--- src/design/dccps_pkg.sv ---
// dccps_pkg: shared types, codes and the frame symbol lookup for the DCC
// packet symbol sequencer. No dependencies.
`default_nettype none

package dccps_pkg;

  localparam logic [1:0] CmdTick        = 2'd0;
  localparam logic [1:0] CmdSubmitStd   = 2'd1;
  localparam logic [1:0] CmdSubmitExt   = 2'd2;
  localparam logic [1:0] CmdUnused      = 2'd3;

  localparam logic [1:0] SymZero   = 2'd0;
  localparam logic [1:0] SymOne    = 2'd1;
  localparam logic [1:0] SymCutout = 2'd2;

  localparam logic [7:0] RepeatCountReset = 8'd3;

  typedef struct packed {
    logic       ext;
    logic [7:0] third;
    logic [7:0] first;
    logic [7:0] addr;
  } packet_t;

  localparam packet_t IdlePacket = '{ext: 1'b0, third: 8'hFF, first: 8'h00, addr: 8'hFF};

  typedef struct packed {
    logic [1:0] cmd;
    logic       track;
    logic [7:0] address;
    logic [7:0] data_first;
    logic [7:0] data_second;
  } req_t;

  typedef struct packed {
    logic [1:0]  symbol;
    logic        symbol_valid;
    logic        frame_last;
    logic        sending_command;
    logic        sequence_done;
    logic        pending_overwritten;
    logic [15:0] commands_sent;
  } res_t;

  function automatic logic [1:0] bit_sym(input logic b);
    bit_sym = b ? SymOne : SymZero;
  endfunction

  // Symbol at offset q past the preamble (0..37).
  function automatic logic [1:0] symbol_at(input packet_t pkt, input logic [5:0] q);
    logic [2:0] k;
    logic [7:0] chk;
    logic [1:0] s;
    chk = pkt.addr ^ pkt.first ^ pkt.third;
    k = 3'd0;
    s = SymOne;
    if (q == 6'd0 || q == 6'd9 || q == 6'd18) begin
      s = SymZero;
    end else if (q <= 6'd8) begin
      k = 3'(q - 6'd1);
      s = bit_sym(pkt.addr[3'd7 - k]);
    end else if (q <= 6'd17) begin
      k = 3'(q - 6'd10);
      s = bit_sym(pkt.first[3'd7 - k]);
    end else if (q <= 6'd26) begin
      k = 3'(q - 6'd19);
      s = bit_sym(pkt.third[3'd7 - k]);
    end else if (q == 6'd27) begin
      s = pkt.ext ? SymZero : SymOne;
    end else if (q <= 6'd35) begin
      k = 3'(q - 6'd28);
      if (pkt.ext) begin
        s = bit_sym(chk[3'd7 - k]);
      end else begin
        s = (q == 6'd28) ? SymCutout : SymOne;
      end
    end else if (q == 6'd36) begin
      s = SymOne;
    end else begin
      s = pkt.ext ? SymCutout : SymOne;
    end
    symbol_at = s;
  endfunction

endpackage

`default_nettype wire

--- src/design/dccps_if.sv ---
// dccps_if: request, result and configuration channel interfaces.
// Depends on nothing.
`default_nettype none

interface dccps_req_if;
  logic       valid;
  logic       ready;
  logic [1:0] cmd;
  logic       track;
  logic [7:0] address;
  logic [7:0] data_first;
  logic [7:0] data_second;
  modport source (output valid, cmd, track, address, data_first, data_second, input ready);
  modport sink   (input valid, cmd, track, address, data_first, data_second, output ready);
endinterface

interface dccps_res_if;
  logic        valid;
  logic        ready;
  logic [1:0]  symbol;
  logic        symbol_valid;
  logic        frame_last;
  logic        sending_command;
  logic        sequence_done;
  logic        pending_overwritten;
  logic [15:0] commands_sent;
  modport source (output valid, symbol, symbol_valid, frame_last, sending_command,
                  sequence_done, pending_overwritten, commands_sent, input ready);
  modport sink   (input valid, symbol, symbol_valid, frame_last, sending_command,
                  sequence_done, pending_overwritten, commands_sent, output ready);
endinterface

interface dccps_cfg_if;
  logic       valid;
  logic       ready;
  logic [7:0] data;
  modport source (output valid, data, input ready);
  modport sink   (input valid, data, output ready);
endinterface

`default_nettype wire

--- src/design/dccps_track.sv ---
// dccps_track: per-track frame position, waiting/active packet and counters.
// Depends on dccps_pkg.
`default_nettype none

module dccps_track #(
  parameter int PREAMBLE_LEN = 16
) (
  input  wire                  clk_i,
  input  wire                  rst_ni,
  input  wire                  strobe_i,
  input  dccps_pkg::req_t      req_i,
  input  wire  [7:0]           repeat_count_i,
  output dccps_pkg::res_t      res_o
);

  localparam int FrameLen = PREAMBLE_LEN + 38;
  localparam int PosW     = $clog2(FrameLen);

  logic [PosW-1:0]     pos_q, pos_d;
  dccps_pkg::packet_t  pend_q, pend_d;
  logic                pend_v_q, pend_v_d;
  dccps_pkg::packet_t  act_q, act_d;
  logic                act_cmd_q, act_cmd_d;
  logic [7:0]          rep_q, rep_d, rep_dec;
  logic [15:0]         cnt_q, cnt_d;
  logic                last;
  logic [5:0]          q_off;
  logic [1:0]          sym;

  assign last  = (pos_q == PosW'(FrameLen - 1));
  assign q_off = 6'(pos_q - PosW'(PREAMBLE_LEN));
  assign sym   = (pos_q < PosW'(PREAMBLE_LEN)) ? dccps_pkg::SymOne
                                               : dccps_pkg::symbol_at(act_q, q_off);
  assign rep_dec = (rep_q != 8'd0) ? rep_q - 8'd1 : 8'd0;

  always_comb begin
    pos_d     = pos_q;
    pend_d    = pend_q;
    pend_v_d  = pend_v_q;
    act_d     = act_q;
    act_cmd_d = act_cmd_q;
    rep_d     = rep_q;
    cnt_d     = cnt_q;
    res_o     = '0;
    res_o.sending_command = act_cmd_q;
    res_o.commands_sent   = cnt_q;
    case (req_i.cmd)
      dccps_pkg::CmdTick: begin
        res_o.symbol       = sym;
        res_o.symbol_valid = 1'b1;
        res_o.frame_last   = last;
        if (last) begin
          pos_d = '0;
          if (act_cmd_q) begin
            rep_d = rep_dec;
            if (rep_dec == 8'd0) begin
              act_cmd_d           = 1'b0;
              act_d               = dccps_pkg::IdlePacket;
              res_o.sequence_done = 1'b1;
            end
          end
          if (pend_v_q) begin
            act_d     = pend_q;
            act_cmd_d = 1'b1;
            rep_d     = (repeat_count_i != 8'd0) ? repeat_count_i : 8'd1;
            pend_v_d  = 1'b0;
          end
        end else begin
          pos_d = pos_q + PosW'(1);
        end
      end
      dccps_pkg::CmdSubmitStd, dccps_pkg::CmdSubmitExt: begin
        res_o.pending_overwritten = pend_v_q;
        pend_d.addr  = req_i.address;
        pend_d.first = req_i.data_first;
        if (req_i.cmd == dccps_pkg::CmdSubmitStd) begin
          pend_d.third = req_i.address ^ req_i.data_first;
          pend_d.ext   = 1'b0;
        end else begin
          pend_d.third = req_i.data_second;
          pend_d.ext   = 1'b1;
        end
        pend_v_d = 1'b1;
        cnt_d    = cnt_q + 16'd1;
        res_o.commands_sent = cnt_d;
      end
      default: begin
      end
    endcase
  end

  always_ff @(posedge clk_i or negedge rst_ni) begin
    if (!rst_ni) begin
      pos_q     <= '0;
      pend_v_q  <= 1'b0;
      act_q     <= dccps_pkg::IdlePacket;
      act_cmd_q <= 1'b0;
      rep_q     <= '0;
      cnt_q     <= '0;
    end else if (strobe_i) begin
      pos_q     <= pos_d;
      pend_v_q  <= pend_v_d;
      act_q     <= act_d;
      act_cmd_q <= act_cmd_d;
      rep_q     <= rep_d;
      cnt_q     <= cnt_d;
    end
  end

  always_ff @(posedge clk_i) begin
    if (strobe_i) begin
      pend_q <= pend_d;
    end
  end

endmodule

`default_nettype wire

--- src/design/dcc_packet_symbol_sequencer_unit.sv ---
// dcc_packet_symbol_sequencer_unit: top level of the DCC symbol sequencer.
// Depends on dccps_pkg, dccps_if and dccps_track.
//
// Usage:
//   req_i  carries one request per accepted handshake: a symbol tick or a
//          packet submit for one track. res_o returns exactly one result per
//          request, in order. cfg_i writes repeat_count (always ready).
//   Path: a request is captured in the input register and resolved against
//          the track state into the result register, which offers it on
//          res_o.
//   Throughput: one request per cycle while res_o is not held off; the
//          track state update is a single pass of logic between the input
//          and result registers.
//   Stall: while res_o is held off the result register keeps its value; the
//          input register still takes one more request, then req_i.ready
//          drops until the result drains.
//   Reset: all tracks start at frame position zero sending idle packets,
//          nothing waiting, counters zero, repeat_count 3.
//   Requests to a track beyond TRACKS give an all-zero result.
`default_nettype none

module dcc_packet_symbol_sequencer_unit #(
  parameter int TRACKS       = 2,
  parameter int PREAMBLE_LEN = 16
) (
  input  wire               clk_i,
  input  wire               rst_ni,
  dccps_req_if.sink         req_i,
  dccps_res_if.source       res_o,
  dccps_cfg_if.sink         cfg_i
);

  logic              s0_valid_q;
  dccps_pkg::req_t   s0_q;
  logic              res_valid_q;
  dccps_pkg::res_t   res_q, res_d;
  logic [7:0]        repeat_count_q;
  logic              advance, go;
  logic [TRACKS-1:0] strobe;
  dccps_pkg::res_t   trk_res [TRACKS];

  assign advance     = !res_valid_q || res_o.ready;
  assign go          = s0_valid_q && advance;
  assign req_i.ready = !s0_valid_q || advance;
  assign cfg_i.ready = 1'b1;

  for (genvar t = 0; t < TRACKS; t++) begin : g_track
    assign strobe[t] = go && (32'(s0_q.track) == t);
    dccps_track #(
      .PREAMBLE_LEN (PREAMBLE_LEN)
    ) u_track (
      .clk_i          (clk_i),
      .rst_ni         (rst_ni),
      .strobe_i       (strobe[t]),
      .req_i          (s0_q),
      .repeat_count_i (repeat_count_q),
      .res_o          (trk_res[t])
    );
  end

  always_comb begin
    res_d = '0;
    for (int t = 0; t < TRACKS; t++) begin
      if (32'(s0_q.track) == t) begin
        res_d = trk_res[t];
      end
    end
  end

  always_ff @(posedge clk_i or negedge rst_ni) begin
    if (!rst_ni) begin
      s0_valid_q     <= 1'b0;
      res_valid_q    <= 1'b0;
      repeat_count_q <= dccps_pkg::RepeatCountReset;
    end else begin
      if (req_i.ready) begin
        s0_valid_q <= req_i.valid;
      end
      if (advance) begin
        res_valid_q <= s0_valid_q;
      end
      if (cfg_i.valid) begin
        repeat_count_q <= cfg_i.data;
      end
    end
  end

  always_ff @(posedge clk_i) begin
    if (req_i.valid && req_i.ready) begin
      s0_q.cmd         <= req_i.cmd;
      s0_q.track       <= req_i.track;
      s0_q.address     <= req_i.address;
      s0_q.data_first  <= req_i.data_first;
      s0_q.data_second <= req_i.data_second;
    end
    if (go) begin
      res_q <= res_d;
    end
  end

  assign res_o.valid               = res_valid_q;
  assign res_o.symbol              = res_q.symbol;
  assign res_o.symbol_valid        = res_q.symbol_valid;
  assign res_o.frame_last          = res_q.frame_last;
  assign res_o.sending_command     = res_q.sending_command;
  assign res_o.sequence_done       = res_q.sequence_done;
  assign res_o.pending_overwritten = res_q.pending_overwritten;
  assign res_o.commands_sent       = res_q.commands_sent;

  a_accept_when_full: assert property (@(posedge clk_i) disable iff (!rst_ni)
    (req_i.valid && req_i.ready && s0_valid_q) |-> go)
    else $error("request accepted into a full input register");

  a_go_gives_result: assert property (@(posedge clk_i) disable iff (!rst_ni)
    go |=> res_valid_q)
    else $error("processed request produced no result");

  a_done_on_last: assert property (@(posedge clk_i) disable iff (!rst_ni)
    (res_valid_q && res_q.sequence_done) |-> (res_q.frame_last && res_q.symbol_valid))
    else $error("done pulse off the final frame symbol");

  a_overwrite_submit_only: assert property (@(posedge clk_i) disable iff (!rst_ni)
    (res_valid_q && res_q.symbol_valid) |-> !res_q.pending_overwritten)
    else $error("overwrite flag on a tick result");

endmodule

`default_nettype wire

--- src/flat_wrapper.sv ---
// flat-port wrapper written by rule: the top's interface ports become plain ports
module dcc_packet_symbol_sequencer_unit_flat 
#(
  parameter int TRACKS       = 2,
  parameter int PREAMBLE_LEN = 16
)
  (clk_i, rst_ni, req_i_valid, req_i_cmd, req_i_track, req_i_address, req_i_data_first, req_i_data_second, req_i_ready, res_o_valid, res_o_symbol, res_o_symbol_valid, res_o_frame_last, res_o_sending_command, res_o_sequence_done, res_o_pending_overwritten, res_o_commands_sent, res_o_ready, cfg_i_valid, cfg_i_data, cfg_i_ready);
  dccps_req_if req_i_i ();
  dccps_res_if res_o_i ();
  dccps_cfg_if cfg_i_i ();
  input  wire clk_i;
  input  wire rst_ni;
  input wire logic [$bits(req_i_i.valid)-1:0] req_i_valid;
  input wire logic [$bits(req_i_i.cmd)-1:0] req_i_cmd;
  input wire logic [$bits(req_i_i.track)-1:0] req_i_track;
  input wire logic [$bits(req_i_i.address)-1:0] req_i_address;
  input wire logic [$bits(req_i_i.data_first)-1:0] req_i_data_first;
  input wire logic [$bits(req_i_i.data_second)-1:0] req_i_data_second;
  output wire logic [$bits(req_i_i.ready)-1:0] req_i_ready;
  output wire logic [$bits(res_o_i.valid)-1:0] res_o_valid;
  output wire logic [$bits(res_o_i.symbol)-1:0] res_o_symbol;
  output wire logic [$bits(res_o_i.symbol_valid)-1:0] res_o_symbol_valid;
  output wire logic [$bits(res_o_i.frame_last)-1:0] res_o_frame_last;
  output wire logic [$bits(res_o_i.sending_command)-1:0] res_o_sending_command;
  output wire logic [$bits(res_o_i.sequence_done)-1:0] res_o_sequence_done;
  output wire logic [$bits(res_o_i.pending_overwritten)-1:0] res_o_pending_overwritten;
  output wire logic [$bits(res_o_i.commands_sent)-1:0] res_o_commands_sent;
  input wire logic [$bits(res_o_i.ready)-1:0] res_o_ready;
  input wire logic [$bits(cfg_i_i.valid)-1:0] cfg_i_valid;
  input wire logic [$bits(cfg_i_i.data)-1:0] cfg_i_data;
  output wire logic [$bits(cfg_i_i.ready)-1:0] cfg_i_ready;
  assign req_i_i.valid = req_i_valid;
  assign req_i_i.cmd = req_i_cmd;
  assign req_i_i.track = req_i_track;
  assign req_i_i.address = req_i_address;
  assign req_i_i.data_first = req_i_data_first;
  assign req_i_i.data_second = req_i_data_second;
  assign req_i_ready = req_i_i.ready;
  assign res_o_valid = res_o_i.valid;
  assign res_o_symbol = res_o_i.symbol;
  assign res_o_symbol_valid = res_o_i.symbol_valid;
  assign res_o_frame_last = res_o_i.frame_last;
  assign res_o_sending_command = res_o_i.sending_command;
  assign res_o_sequence_done = res_o_i.sequence_done;
  assign res_o_pending_overwritten = res_o_i.pending_overwritten;
  assign res_o_commands_sent = res_o_i.commands_sent;
  assign res_o_i.ready = res_o_ready;
  assign cfg_i_i.valid = cfg_i_valid;
  assign cfg_i_i.data = cfg_i_data;
  assign cfg_i_ready = cfg_i_i.ready;
  dcc_packet_symbol_sequencer_unit #(.TRACKS(TRACKS), .PREAMBLE_LEN(PREAMBLE_LEN)) u_core (.clk_i(clk_i), .rst_ni(rst_ni), .req_i(req_i_i), .res_o(res_o_i), .cfg_i(cfg_i_i));
endmodule
--- config.mk ---
export PLATFORM = sky130hd
export DESIGN_NAME = dcc_packet_symbol_sequencer_unit_flat
export DESIGN_NICKNAME = d
export VERILOG_FILES = /design/src/design/dccps_pkg.sv /design/src/design/dccps_if.sv /design/src/design/dccps_track.sv /design/src/design/dcc_packet_symbol_sequencer_unit.sv /design/src/flat_wrapper.sv
export SDC_FILE = /design/constraint.sdc
export NUM_CORES = 1
export LEC_CHECK = 0
export BUFFER_PORTS_ARGS = -buffer_cell sky130_fd_sc_hd__buf_2
export CAP_MARGIN = 20
export CORE_ASPECT_RATIO = 0.9
export CORE_MARGIN = 4
export CORE_UTILIZATION = 60
export DETAILED_ROUTE_END_ITERATION = 8
export GPL_TIMING_DRIVEN = 0
export PLACE_DENSITY = 0.79
export SYNTH_ARGS = -nofsm -noshare
export SYNTH_HDL_FRONTEND = slang
export SYNTH_SLANG_ARGS = --single-unit
--- constraint.sdc ---
create_clock -name clk_i -period 7.8 [get_ports clk_i]
set_input_delay 1.56 -clock clk_i [delete_from_list [all_inputs] [get_ports clk_i]]
set_output_delay 1.56 -clock clk_i [all_outputs]
set_load 0.005 [all_outputs]
Word-level counts from Yosys, hierarchy flattened. Index checks and enable logic that the tools add are counted. W data, S select, Z words.

Add/subtract/negate cells: 24. Bitwise logic cells: 6. Order comparisons: 18. Reductions and logical operators: 38. Muxes and demuxes: 87. Equal/unequal tests: 16.

Operators with widths (count): $mux W25 (6); $mux W8 (7); $mux W2 (22); $xor A8 B8 Y8 (5); $eq A6 B5 Y1 const B (6); $mux W1 (34); $mux W17 (2); $add A16 B1 Y16 const B (2); $lt A3 B4 Y1 const B (8); $bmux W1 S3 (8); $eq A6 B6 Y1 const B (4); $le A6 B5 Y1 const B (4); $reduce_bool A8 Y1 (3); $sub A3 B3 Y3 const A (8); $mux W23 (1); $logic_not A8 Y1 (2); $sub A8 B1 Y8 const B (2); $add A6 B1 Y6 const B (2); $eq A6 B4 Y1 const B (2); $le A6 B4 Y1 const B (2); $le A6 B6 Y1 const B (2); $logic_not A6 Y1 (2); $lt A6 B5 Y1 const B (2); $mux W6 (2); 21 further kinds (51).

Output and inout bits: 26. Word-level logic and storage cells: 230. Input port bits: 40. Register bits after elaboration: 224.

Depth between registers and ports, before layout. Gate-level depths: netlist of the first run.

Depth after elaboration: 16. Depth in mapped cells: 10. Mapped depth without buffers: 8.

Cells and area by module. Synthesis of the first run repeated with hierarchy kept, for this count alone.

Cells, all modules: 1044. Area total of the unflattened synthesis: 11763.8 µm².

By module, submodules not included: dccps_track at u_core.g_track[1].u_track (area each 4784.6 µm², times used 1, seq. area each 2197.1 µm², cells each 477); dccps_track at u_core.g_track[0].u_track (area each 4692.0 µm², times used 1, seq. area each 2197.1 µm², cells each 461); dcc_packet_symbol_sequencer_unit (area each 2287.2 µm², times used 1, seq. area each 1754.2 µm², cells each 106).

Worst setup path after synthesis of the first run. No wires, ideal clock.

Path type: input to output. Start: in res_o_ready. End: out req_i_ready. Stages: 2. Required time: 6.240 ns. Buffers on the path: 0. Data arrival time: 2.038 ns. Path slack: 4.202 ns. Cell sequence: nand2b_1 or2_2.

Word-level cells in the longest chain between the ends: 2.

Ends and longest elaborated chain: start, declared (RTL line flat_wrapper.sv:28) `input wire logic [$bits(res_o_i.ready)-1:0] res_o_ready;`; $logic_or A1 B1 Y1 (RTL line dcc_packet_symbol_sequencer_unit.sv:42) `assign advance = !res_valid_q || res_o.ready;`; $logic_or A1 B1 Y1 (RTL line dcc_packet_symbol_sequencer_unit.sv:44) `assign req_i.ready = !s0_valid_q || advance;`; end, declared (RTL line flat_wrapper.sv:19) `output wire logic [$bits(req_i_i.ready)-1:0] req_i_ready;`.

Every way passes these cells.

Final worst setup path of the first run. Same ends and word-level chain as after synthesis.

==> results.md, run 1 <==
- Rows: 48
- Netlist area before placement: 0.0117 sq mm
- Tcrit/Tclk final: 49.9%
- Final #Nets: 1227
- Die width: 155 um
- PortBufs: 63
- CP max FO: 6
- Post-Synthesis Cells: 1065
- Largest net degree at the start of global routing: 67
- Number of global-route vias before repair: 8406
- Pwr/cell area: between 200 and 250 mW/mm^2
- Initial antenna violation count: 0
- Max frequency: 257 MHz
- First-pass iteration count of the detailed router: 5
- Fraction of final layout cells with drive strength greater than 1: 18.0%
- Setup TNS: 0 ps
- Root Buffer: clkbuf_16
- Yosys Warn Count: 0
- Ranking of synthesized cells by area: edfxtp_1 26%, dfrtp_1 19%, dfstp_2 7.6%
- Fin. Hold Viols: 0
- Vias per inst: 6.15
- Largest family of logic cells by synthesized area: compound AO/OA/AOI/OAI gates
- Worst-margin pin slew: between 800 and 900 ps
- Most instantiated cells after synthesis: 100 x edfxtp_1, 100 x nand2_1, 90 x dfrtp_1
- P&R area growth vs syn: 12.8%
- Hold Path Class: flop to flop
- Synth Net Count: 1137
- DRT iter0 DRCs: 815
- CTS buffer count: 23
- Worst skew pair latency: 530 ps
- CTS tree: done
- Startpoint type of the worst setup path: input port
- CTS sink count: 224
- Slew HR: 41.9%
- Place WS: 3420 ps
- Area leader, netlist: edfxtp_1
- Post_cts resized: 0
- GR peak layer: met1
- Mean Syn Cell Area: ~11 sq um
- GRT Util Overall: between 20% and 30%
- #FFs+latches synth: 224
- CTS clk-pin slew, worst paths: about 60 ps
- Synth Area in XOR/XNOR: 8.07%
- Fin worst setup slack: ~4000 ps
- Global route overflow: 0
- CTS H-tree lvls: 1
- Simple-Gate Fraction of Synth Area: 12.6%
- Antenna Nets Post-Route: 0
- Clock skew: 20.9 ps
- DRC violations left: 0
- Final min period: a little under 4000 ps
- Fin. max-slew vios: 0
- GR Layer Usage met3: approximately 4.5%
- Initial Util: 61.0%
- Routed WL: 28000 um
- Yosys top cell area share: between 20 and 30%
- Maximum vdd ir drop: 0.201 mV
- Synth Flop Type: edfxtp_1
- Via Count: 8747
- First-pass GRT wire length: between 40000 and 50000 um
- Non-filler instance count after layout: ~1400
- Post-synth EDFFs: 100
- Hold buffers post-CTS: 0
- Post-synthesis mux area share: 4.17%
- Compound-gate portion of the synthesized area: 14.7%
- Fraction of registers with async set/reset: 55.4%
- WP data required: 6240 ps
- Crit. End Element: output pin
- RSZ-0062 raised after global routing: no
- CTS max path bufs: 3
- Placed cell count: 1379
- Adder-cell share of the synthesized area: between 3 and 4%
- Synth unique cells: 83
- HPWL Detailed: 19700 um
- DIE HEIGHT: approximately 140 um
- Final setup fails: 0
- Post-CTS Setup Inserts: 0
- FILL cells: 1381
- Arrival @ worst endpoint: 2330 ps
- Met2 Track Usage GR: 38.0%
- Sequential share of the synthesized area: 52.6%
- Status: complete, no violations
- # Max-Cap Violations: 0
- Die area: 0.0218 sq mm
- Core Area: 0.0192 sq mm
- Ports: 66
- N_diodes: 0
- WS Path Type: input port to output pin
- Static leakage: 5.20 nW
- Met1 global-route usage: 39.6%
- Final Wtd Congestion: between 0.9 and 1
- Average wire per standard cell: ~20 um
[cell type report]
class / instances / area (sq um) / area share [%]
plain buffers: 60 / 299 / 2.27
clock buffers: 30 / 622 / 4.71
clock inverters: 12 / 184 / 1.39
inverters: 57 / 214 / 1.62
multi-input cells: 724 / 5030 / 38.2
flip-flops and latches: 224 / 6150 / 46.6
well taps: 250 / 313 / 2.37
repair buffers: 65 / 377 / 2.85
[path summary, 6_finish.rpt]
kind,startpoint,endpoint,slack (ps),cells past startpoint
setup / recovery,res_o_ready,req_i_ready,3910,4
hold / removal,u_core.g_track[0].u_track.pend_q[8],u_core.g_track[0].u_track.act_q[8],480,2
setup reg to reg,u_core.g_track[1].u_track.pos_q[0],u_core.res_o.symbol[0],4610,10
hold reg to reg,u_core.g_track[0].u_track.pend_q[8],u_core.g_track[0].u_track.act_q[8],480,2
max in group asynchronous,rst_ni,u_core.repeat_count_q[0],6060,2
min in group asynchronous,rst_ni,u_core.g_track[1].u_track.pos_q[2],1000,1
[stage by stage]
step	instance area, sq um	utilization (%)	hold WS, ps	power [mW]
2_1_floorplan	11700	-	446	1.79
3_3_place_gp	12300	64.3	454	1.94
3_5_place_dp	12400	64.5	465	1.95
4_1_cts	13200	68.7	478	3.12
5_1_grt	13200	68.9	502	3.25
6_report	13200	68.9	480	3.11
[worst max-delay path, stage by stage]
cell,delay [ps]
buf_2,90
nand2b_1,220
or2_2,330
buf_2,130
[registers in the layout (all words and copies together) (netlist names), 2 cells and up]
name                              flops
u_core.repeat_count_q                 8
u_core.g_track.u_track.pos_q         12
u_core.g_track.u_track.act_q         50
u_core.s0_q                          27
u_core.g_track.u_track.cnt_q         32
u_core.g_track.u_track.act_cmd_q      2
u_core.res_o.symbol                   2
u_core.g_track.u_track.pend_v_q       2
u_core.g_track.u_track.rep_q         16
u_core.res_o.commands_sent           16
u_core.g_track.u_track.pend_q        50
[metal layers]
metal	vias to the layer above	routed length, um
met5	-	0
met4	0	812
met3	56	2360
met2	390	12400
met1	4265	12400
li1	4036	-
[cell families after synthesis]
logic type	count (synthesis)
simple gates	297
compound gates	260
flops	224
buf+inv	117
xor+xnor	103
fa+ha+maj	32
mux	31
other cells	1
[cells in the final DEF (no fill, tap or decap), types with 7 or more instances in the layout]
cell type  netlist  layout
nand2b_1         7       7
o21ai_0         55      55
buf_2           15      77
nor2_1          71      71
dfrtp_1         90      90
inv_1           56      56
o211ai_1        12      12
nand4_1         19      19
edfxtp_1       100     100
mux4_2          13      13
dfstp_2         34      34
o22ai_1         34      34
xnor2_1         73      73
and3_1          11      11
clkbuf_16        0      23
a21o_1           7       7
clkbuf_1        32      36
xor2_1          27      27
nor2b_1          8       8
ha_1            32      32
a211oi_1        19      19
a22oi_1         29      29
mux2_2          12      12
nand3_1         19      19
nor3_1          17      17
a21oi_1         50      50
nand2_1        100     100
[where the power goes]
part / internal (mW) / switching [mW] / total [mW]
Clock: 0.701 / 0.467 / 1.17
Combinational: 0.229 / 0.311 / 0.540
Sequential: 1.32 / 0.0778 / 1.40
Note: power is estimated with default switching activity, not from simulation.
==> inputs of run 2 (changes only) <==
--- a/config.mk
+++ b/config.mk
@@ -5,14 +5,15 @@
 export SDC_FILE = /design/constraint.sdc
 export NUM_CORES = 1
 export LEC_CHECK = 0
+export ABC_AREA = 1
 export BUFFER_PORTS_ARGS = -buffer_cell sky130_fd_sc_hd__buf_2
 export CAP_MARGIN = 20
 export CORE_ASPECT_RATIO = 0.9
 export CORE_MARGIN = 4
-export CORE_UTILIZATION = 60
+export CORE_UTILIZATION = 55
 export DETAILED_ROUTE_END_ITERATION = 8
 export GPL_TIMING_DRIVEN = 0
-export PLACE_DENSITY = 0.79
+export PLACE_DENSITY = 0.76
 export SYNTH_ARGS = -nofsm -noshare
 export SYNTH_HDL_FRONTEND = slang
 export SYNTH_SLANG_ARGS = --single-unit
==> constraint.sdc (replaced) <==
create_clock -name clk_i -period 3.5 [get_ports clk_i]
set_input_delay 0.7 -clock clk_i [delete_from_list [all_inputs] [get_ports clk_i]]
set_output_delay 0.7 -clock clk_i [all_outputs]
set_load 0.005 [all_outputs]
==> run 2 against run 1 <==
Net effect: total power grew to 2.8 times the previous value; cell area fell by 1.5%; combinational power grew to 4.9 times the previous value; clock-buffer cell count decreased by 3; final cell count grew 16%; setup slack got worse by 3500 ps; die area up 6.4%; clock power is 120% higher; via count increased by 6.2%; first-iteration DRC count grew 1.7%; critical endpoint is now u_core.g_track[1].u_track.act_q[5]; highest routed layer unchanged.
==> results.md, run 2 <==
- P&R area growth vs syn: 13.5%
- Area leader, netlist: edfxtp_1
- Most instantiated cells after synthesis: 251 x nand2_1, 165 x inv_1, 164 x o21ai_0
- Post-CTS Setup Inserts: 0 (unchanged)
- Max layer used: met4
- Most frequent cells in the layout: 251 x nand2_1, 165 x inv_1, 164 x o21ai_0
- Global route overflow: 0 (unchanged)
- CTS max path bufs: 3 (unchanged)
- Compound-gate portion of the synthesized area: 13.6% (-1.2 points)
- Hold Path Class: input port to asynchronous set/reset pin
- Tcrit/Tclk final: 88.8%
- Most frequent cell after synthesis: nand2_1
- Fraction of registers with async set/reset: 55.4% (unchanged)
- Largest regs: u_core.g_track.u_track.act_q: 50 flops, u_core.g_track.u_track.pend_q: 50 flops, u_core.g_track.u_track.cnt_q: 32 flops
- Core Area: 0.0202 sq mm (+5.6%)
- Final setup fails: 0 (unchanged)
- Met1 Wirelength: 12400 um (about the same)
- Status: complete, no violations
- Fin. Hold Viols: 0 (unchanged)
- Fraction of final layout cells with drive strength greater than 1: 13.1% (-4.9 points)
- Vias per inst: 5.63 (-8.4%)
- Number of global-route vias before repair: 8889 (+5.7%)
- Root Buffer: clkbuf_16
- Core Util, Final: 64.2% (-4.6 points)
- Final Wtd Congestion: 0.972 (+3.1%)
- Yosys top cell area share: 26.2% (+0.55 points)
- Mean Syn Cell Area: 8.93 sq um (-19%)
- Worst-margin pin slew: 1050 ps (+178 ps)
- First-pass iteration count of the detailed router: 5 (unchanged)
- CTS sink count: 224 (unchanged)
- Static leakage: 5.80 nW (+12%)
- Simple-Gate Fraction of Synth Area: 18.1% (+5.5 points)
- Post-Synthesis Cells: 1282 (+20%)
- Fin worst setup slack: 392 ps (-3510 ps)
- PortBufs: 64 (+1.6%)
- DRC violations left: 0 (unchanged)
- Synth unique cells: 49 (-41%)
- Maximum vdd ir drop: 0.445 mV (+120%)
- Pwr/cell area: 678 mW/mm^2 (+190%)
- Clock skew: 23.6 ps (+2.69 ps)
- Register-to-register setup slack: 390 ps (-4220 ps)
- Slew HR: 30.0% (-12 points)
- R2R Path Start: u_core.g_track[1].u_track.pos_q[1]
- Via Count: 9285 (+6.2%)
- Rows: 49 (+2.1%)
- Synth Area in XOR/XNOR: 3.60% (-4.5 points)
- Post-synth EDFFs: 100 (unchanged)
- Yosys Warn Count: 0 (unchanged)
- Average wire per standard cell: 16.5 um (-16%)
- Initial Util: 56.6% (-4.5 points)
- Sequential share of the synthesized area: 53.7% (+1.1 points)
- RSZ-0062 raised after global routing: no
- Worst skew pair latency: 530 ps (about the same)
- Commonest non-fill, non-tap cell in the layout: nand2_1
- Synth Flop Type: edfxtp_1
- Place WS: 477 ps (-2950 ps)
- CTS H-tree lvls: 1 (unchanged)
- Largest family of logic cells by synthesized area: simple AND/OR/NAND/NOR gates
- WP data required: 3950 ps (-2290 ps)
- #FFs+latches synth: 224 (unchanged)
- # Max-Cap Violations: 0 (unchanged)
- Antenna Nets Post-Route: 0 (unchanged)
- CTS clk-pin slew, worst paths: 60 ps (about the same)
- Routed WL: 27100 um (-3.2%)
- DIE HEIGHT: 145 um (+3.2%)
- Adder-cell share of the synthesized area: 3.50% (+0.073 points)
- Metal3 WL: 1970 um (-16%)
- GRT Util Overall: 23.6% (-2.2 points)
- Ranking of synthesized cells by area: edfxtp_1 26%, dfrtp_1 20%, nand2_1 8.2%
- HPWL Detailed: 19400 um (-1.5%)
- Max frequency: 322 MHz
- CP max FO: 11 (+5)
- Detail Route met2 WL: 12000 um (-3.1%)
- Hold buffers post-CTS: 0 (unchanged)
- Netlist area before placement: 0.0114 sq mm (-2.1%)
- Fin. max-slew vios: 0 (unchanged)
- Largest net degree at the start of global routing: 88 (+31%)
- Synth Net Count: 1354 (+19%)
- Arrival @ worst endpoint: 3550 ps (+1220 ps)
- N_diodes: 0 (unchanged)
- Die area: 0.0232 sq mm (+6.4%)
- Startpoint type of the worst setup path: flop
- Ports: 66 (unchanged)
- Crit. End Element: flop
- Die width: 160 um (+3.2%)
- CTS buffer count: 24 (+4.3%)
- Setup TNS: 0 ps (unchanged)
- CTS tree: done
- WS Path Type: flop to flop
- Initial antenna violation count: 0 (unchanged)
- Post-synthesis mux area share: 0.0983% (-4.1 points)
- First-pass GRT wire length: 44600 um (-0.84%)
- Crit. Startpoint: u_core.g_track[1].u_track.pos_q[1]
- DRT iter0 DRCs: 829 (+1.7%)
- Final #Nets: 1447 (+18%)
- Final min period: 3110 ps
- Post_cts resized: 0 (unchanged)
[run 2: changes by cell type after synthesis, moves of 26 or more]
cell / before / now
o21ai_0: 55 / 164
a22oi_1: 29 / 3
nand2_1: 100 / 251
xnor2_1: 73 / 11
nand3_1: 19 / 88
inv_1: 56 / 165
[run 2: cell families after synthesis]
| group | count (synthesis) |
|---|---|
| flops | 224 |
| compound gates | 291 |
| simple gates | 472 |
| fa+ha+maj | 32 |
| other cells | 1 |
| buf+inv | 214 |
| xor+xnor | 47 |
| mux | 1 |
[run 2: layer usage]
metal / up-vias / global-route usage (%)
met4: 0 / 6.56
met3: 50 / 4.19
met2: 334 / 37.0
li1: 4473 / -
met5: - / 0
met1: 4428 / 34.3
[run 2: layout make-up]
class	instances	area [sq um]
inverter	172	646
buffer	42	201
sequential	224	6150
clock inverter	17	188
fill	1657	7240
clock buffer	27	622
multi-input combinational	844	4460
tap	255	319
timing repair buffer	67	409
[run 2: where the power goes]
| part | total, mW | internal (mW) | leakage, nW | switching (mW) |
|---|---|---|---|---|
| Sequential | 3.56 | 3.23 | 2.37 | 0.337 |
| Clock | 2.59 | 1.51 | 0.394 | 1.07 |
| Combinational | 2.66 | 0.952 | 3.03 | 1.71 |
[run 2: path summary, 6_finish.rpt]
path,end,depth (start not counted)
max,u_core.g_track[1].u_track.act_q[5],10
min,u_core.g_track[0].u_track.pos_q[1],1
max reg2reg,u_core.g_track[1].u_track.act_q[5],10
min reg2reg,u_core.g_track[1].u_track.act_q[15],2
max in group asynchronous,u_core.g_track[0].u_track.act_q[23],2
min in group clk_i,u_core.s0_q[21],1
[run 2: critical path, stage by stage, from the launching register on]
cell and delay (ps):
dfrtp_1 520, inv_1 230, ha_1 220, nand4_1 230
nor2_1 220, nand2_1 120, nor2_2 530, inv_2 260
clkbuf_1 360, o21ai_1 250, inv_1 60
[run 2: stage by stage]
stage	instances	hold slack (ps)	instance area, sq um	power [mW]
global placement	1601	429	12100	6.14
finish	1648	89.2	13000	8.81
CTS	1647	86.6	13000	8.81
detailed placement	1603	435	12200	6.21
global route	1648	106	13000	9.39
floorplan	1282	404	11400	5.46
==> inputs of run 3 (changes only) <==
--- a/config.mk
+++ b/config.mk
@@ -7,9 +7,7 @@
 export LEC_CHECK = 0
 export ABC_AREA = 1
 export BUFFER_PORTS_ARGS = -buffer_cell sky130_fd_sc_hd__buf_2
-export CAP_MARGIN = 20
 export CORE_ASPECT_RATIO = 0.9
-export CORE_MARGIN = 4
 export CORE_UTILIZATION = 55
 export DETAILED_ROUTE_END_ITERATION = 8
 export GPL_TIMING_DRIVEN = 0
==> run 3 against run 2 <==
Net effect: critical endpoint is now u_core.g_track[1].u_track.act_q[15]; non-clock buffer count fell by 2; fmax rose by 0.26%; cell area fell by 1.0%; global-route usage rose by 1.9 points; register-to-register slack barely moved; core utilization fell by 0.47 points.
==> results.md, run 3 (synthesized netlist as in run 2, its figures left out) <==
- Hold_ws: 167 ps (+77.4 ps)
- Fin. Hold Viols: 0 (unchanged)
- CTS sink count: 224 (unchanged)
- CTS tree: done
- Met1 global-route usage: 37.5% (+3.2 points)
- HPWL Detailed: 18900 um (-2.7%)
- Core Area: 0.0202 sq mm (-0.30%)
- Average wire per standard cell: 16.1 um (-1.9%)
- Met2 Track Usage GR: 39.3% (+2.3 points)
- Place WS: 412 ps (-65.4 ps)
- Slew HR: 28.8% (-1.2 points)
- Final min period: 3100 ps (-8.11 ps)
- Maximum vdd ir drop: 0.559 mV (+26%)
- Routed WL: 26500 um (-2.1%)
- Pwr/cell area: 670 mW/mm^2 (-1.2%)
- Clock skew: 21.5 ps (-2.09 ps)
- Initial Util: 56.8% (+0.17 points)
- Largest regs: u_core.g_track.u_track.act_q: 50 flops, u_core.g_track.u_track.pend_q: 50 flops, u_core.g_track.u_track.cnt_q: 32 flops
- Final setup fails: 0 (unchanged)
- Status: complete, no violations
- Die width: 154 um (-3.7%)
- Antenna Nets Post-Route: 0 (unchanged)
- Fin. max-slew vios: 0 (unchanged)
- Final Wtd Congestion: 0.918 (-5.6%)
- Core Util, Final: 63.7% (-0.47 points)
- Startpoint type of the worst setup path: flop
- CP max FO: 11 (unchanged)
- Worst skew pair latency: 540 ps (about the same)
- First-pass GRT wire length: 43400 um (-2.8%)
- # Max-Cap Violations: 0 (unchanged)
- R2R Path Start: u_core.g_track[1].u_track.pos_q[1]
- DIE HEIGHT: 139 um (-4.1%)
- PortBufs: 64 (unchanged)
- Non-filler instance count after layout: 1644 (-0.24%)
- Rows: 49 (unchanged)
- Arrival @ worst endpoint: 3520 ps (-30 ps)
- RSZ-0062 raised after global routing: no
- GR peak layer: met2
- Largest net degree at the start of global routing: 64 (-27%)
- Initial antenna violation count: 0 (unchanged)
- Placed cell count: 1602 (-0.062%)
- Max frequency: 323 MHz (+0.26%)
- Fin worst setup slack: 400 ps (+8.11 ps)
- Hold buffers post-CTS: 0 (unchanged)
- P&R area growth vs syn: 12.3%
- Hold Path Class: input port to asynchronous set/reset pin
- Crit. Startpoint: u_core.g_track[1].u_track.pos_q[1]
- Commonest non-fill, non-tap cell in the layout: nand2_1
- CTS H-tree lvls: 1 (unchanged)
- Tcrit/Tclk final: 88.6% (-0.23 points)
- GRT Util Overall: 25.5% (+1.9 points)
- Crit. End Element: flop
- Static leakage: 5.74 nW (-0.90%)
- Die area: 0.0214 sq mm (-7.7%)
- Total power: 8.61 mW (-2.2%)
- Number of global-route vias before repair: 8554 (-3.8%)
- Via Count: 9178 (-1.2%)
- Ports: 66 (unchanged)
- Vias per inst: 5.58 (-0.91%)
- WP data required: 3920 ps (-30 ps)
- GR Layer Usage met3: 4.06% (-0.13 points)
- Most frequent cells in the layout: 251 x nand2_1, 165 x inv_1, 164 x o21ai_0
- Root Buffer: clkbuf_16
- DRT iter0 DRCs: 685 (-17%)
- Fraction of final layout cells with drive strength greater than 1: 12.9% (-0.18 points)
- CTS buffer count: 23 (-4.2%)
- Final #Nets: 1444 (-0.21%)
- Worst-margin pin slew: 1070 ps (+18.0 ps)
- Post-CTS Setup Inserts: 0 (unchanged)
- WS Path Type: flop to flop
- Global route overflow: 0 (unchanged)
- Post_cts resized: 0 (unchanged)
- CTS clk-pin slew, worst paths: 70 ps (about the same)
- First-pass iteration count of the detailed router: 5 (unchanged)
- DRC violations left: 0 (unchanged)
- N_diodes: 0 (unchanged)
- CTS max path bufs: 3 (unchanged)
run 3: through the flow:
step / area, sq um / TNS [ps]
finish: 12900 / 0
detailed placement: 12100 / 0
global route: 12900 / 0
CTS: 12900 / 0
global placement: 12100 / -8590
floorplan: 11400 / 0
run 3: final cells by class:
| class | count | area, sq um |
|---|---|---|
| well taps | 255 | 319 |
| fillers | 1655 | 7310 |
| plain buffers | 42 | 201 |
| clock inverters | 15 | 120 |
| inverters | 172 | 646 |
| clock buffers | 27 | 611 |
| repair buffers | 65 | 354 |
| multi-input cells | 844 | 4460 |
| flip-flops and latches | 224 | 6150 |
run 3: where the power goes:
part	internal [mW]	switching, mW	total (mW)
Sequential	3.23	0.336	3.56
Clock	1.34	1.05	2.38
Combinational	0.940	1.73	2.67
Total	5.50	3.11	8.61
run 3: worst paths after layout:
kind	end	slack, ps	depth (start not counted)
setup / recovery	u_core.g_track[1].u_track.act_q[15]	400	10
hold / removal	u_core.g_track[0].u_track.pos_q[1]	170	1
setup reg to reg	u_core.g_track[1].u_track.act_q[15]	400	10
hold reg to reg	u_core.g_track[1].u_track.act_q[11]	450	2
max in group asynchronous	u_core.repeat_count_q[0]	2580	2
min in group clk_i	u_core.s0_q[7]	340	1
run 3: critical path: stages (launching register included):
cell and delay [ps]:
dfrtp_1 530, inv_1 240, ha_1 210, nand4_1 240
nor2_1 210, nand2_1 130, nor2_2 540, inv_2 260
clkbuf_1 360, nand3_1 190, nand2_1 70
run 3: routing by layer:
| layer | share of wire, % | wire (um) | vias to the layer above |
|---|---|---|---|
| met5 | 0 | 0 | - |
| met4 | 2.3 | 601 | 0 |
| met3 | 7.1 | 1870 | 49 |
| met2 | 44 | 11700 | 303 |
| met1 | 47 | 12400 | 4359 |
| li1 | - | - | 4467 |
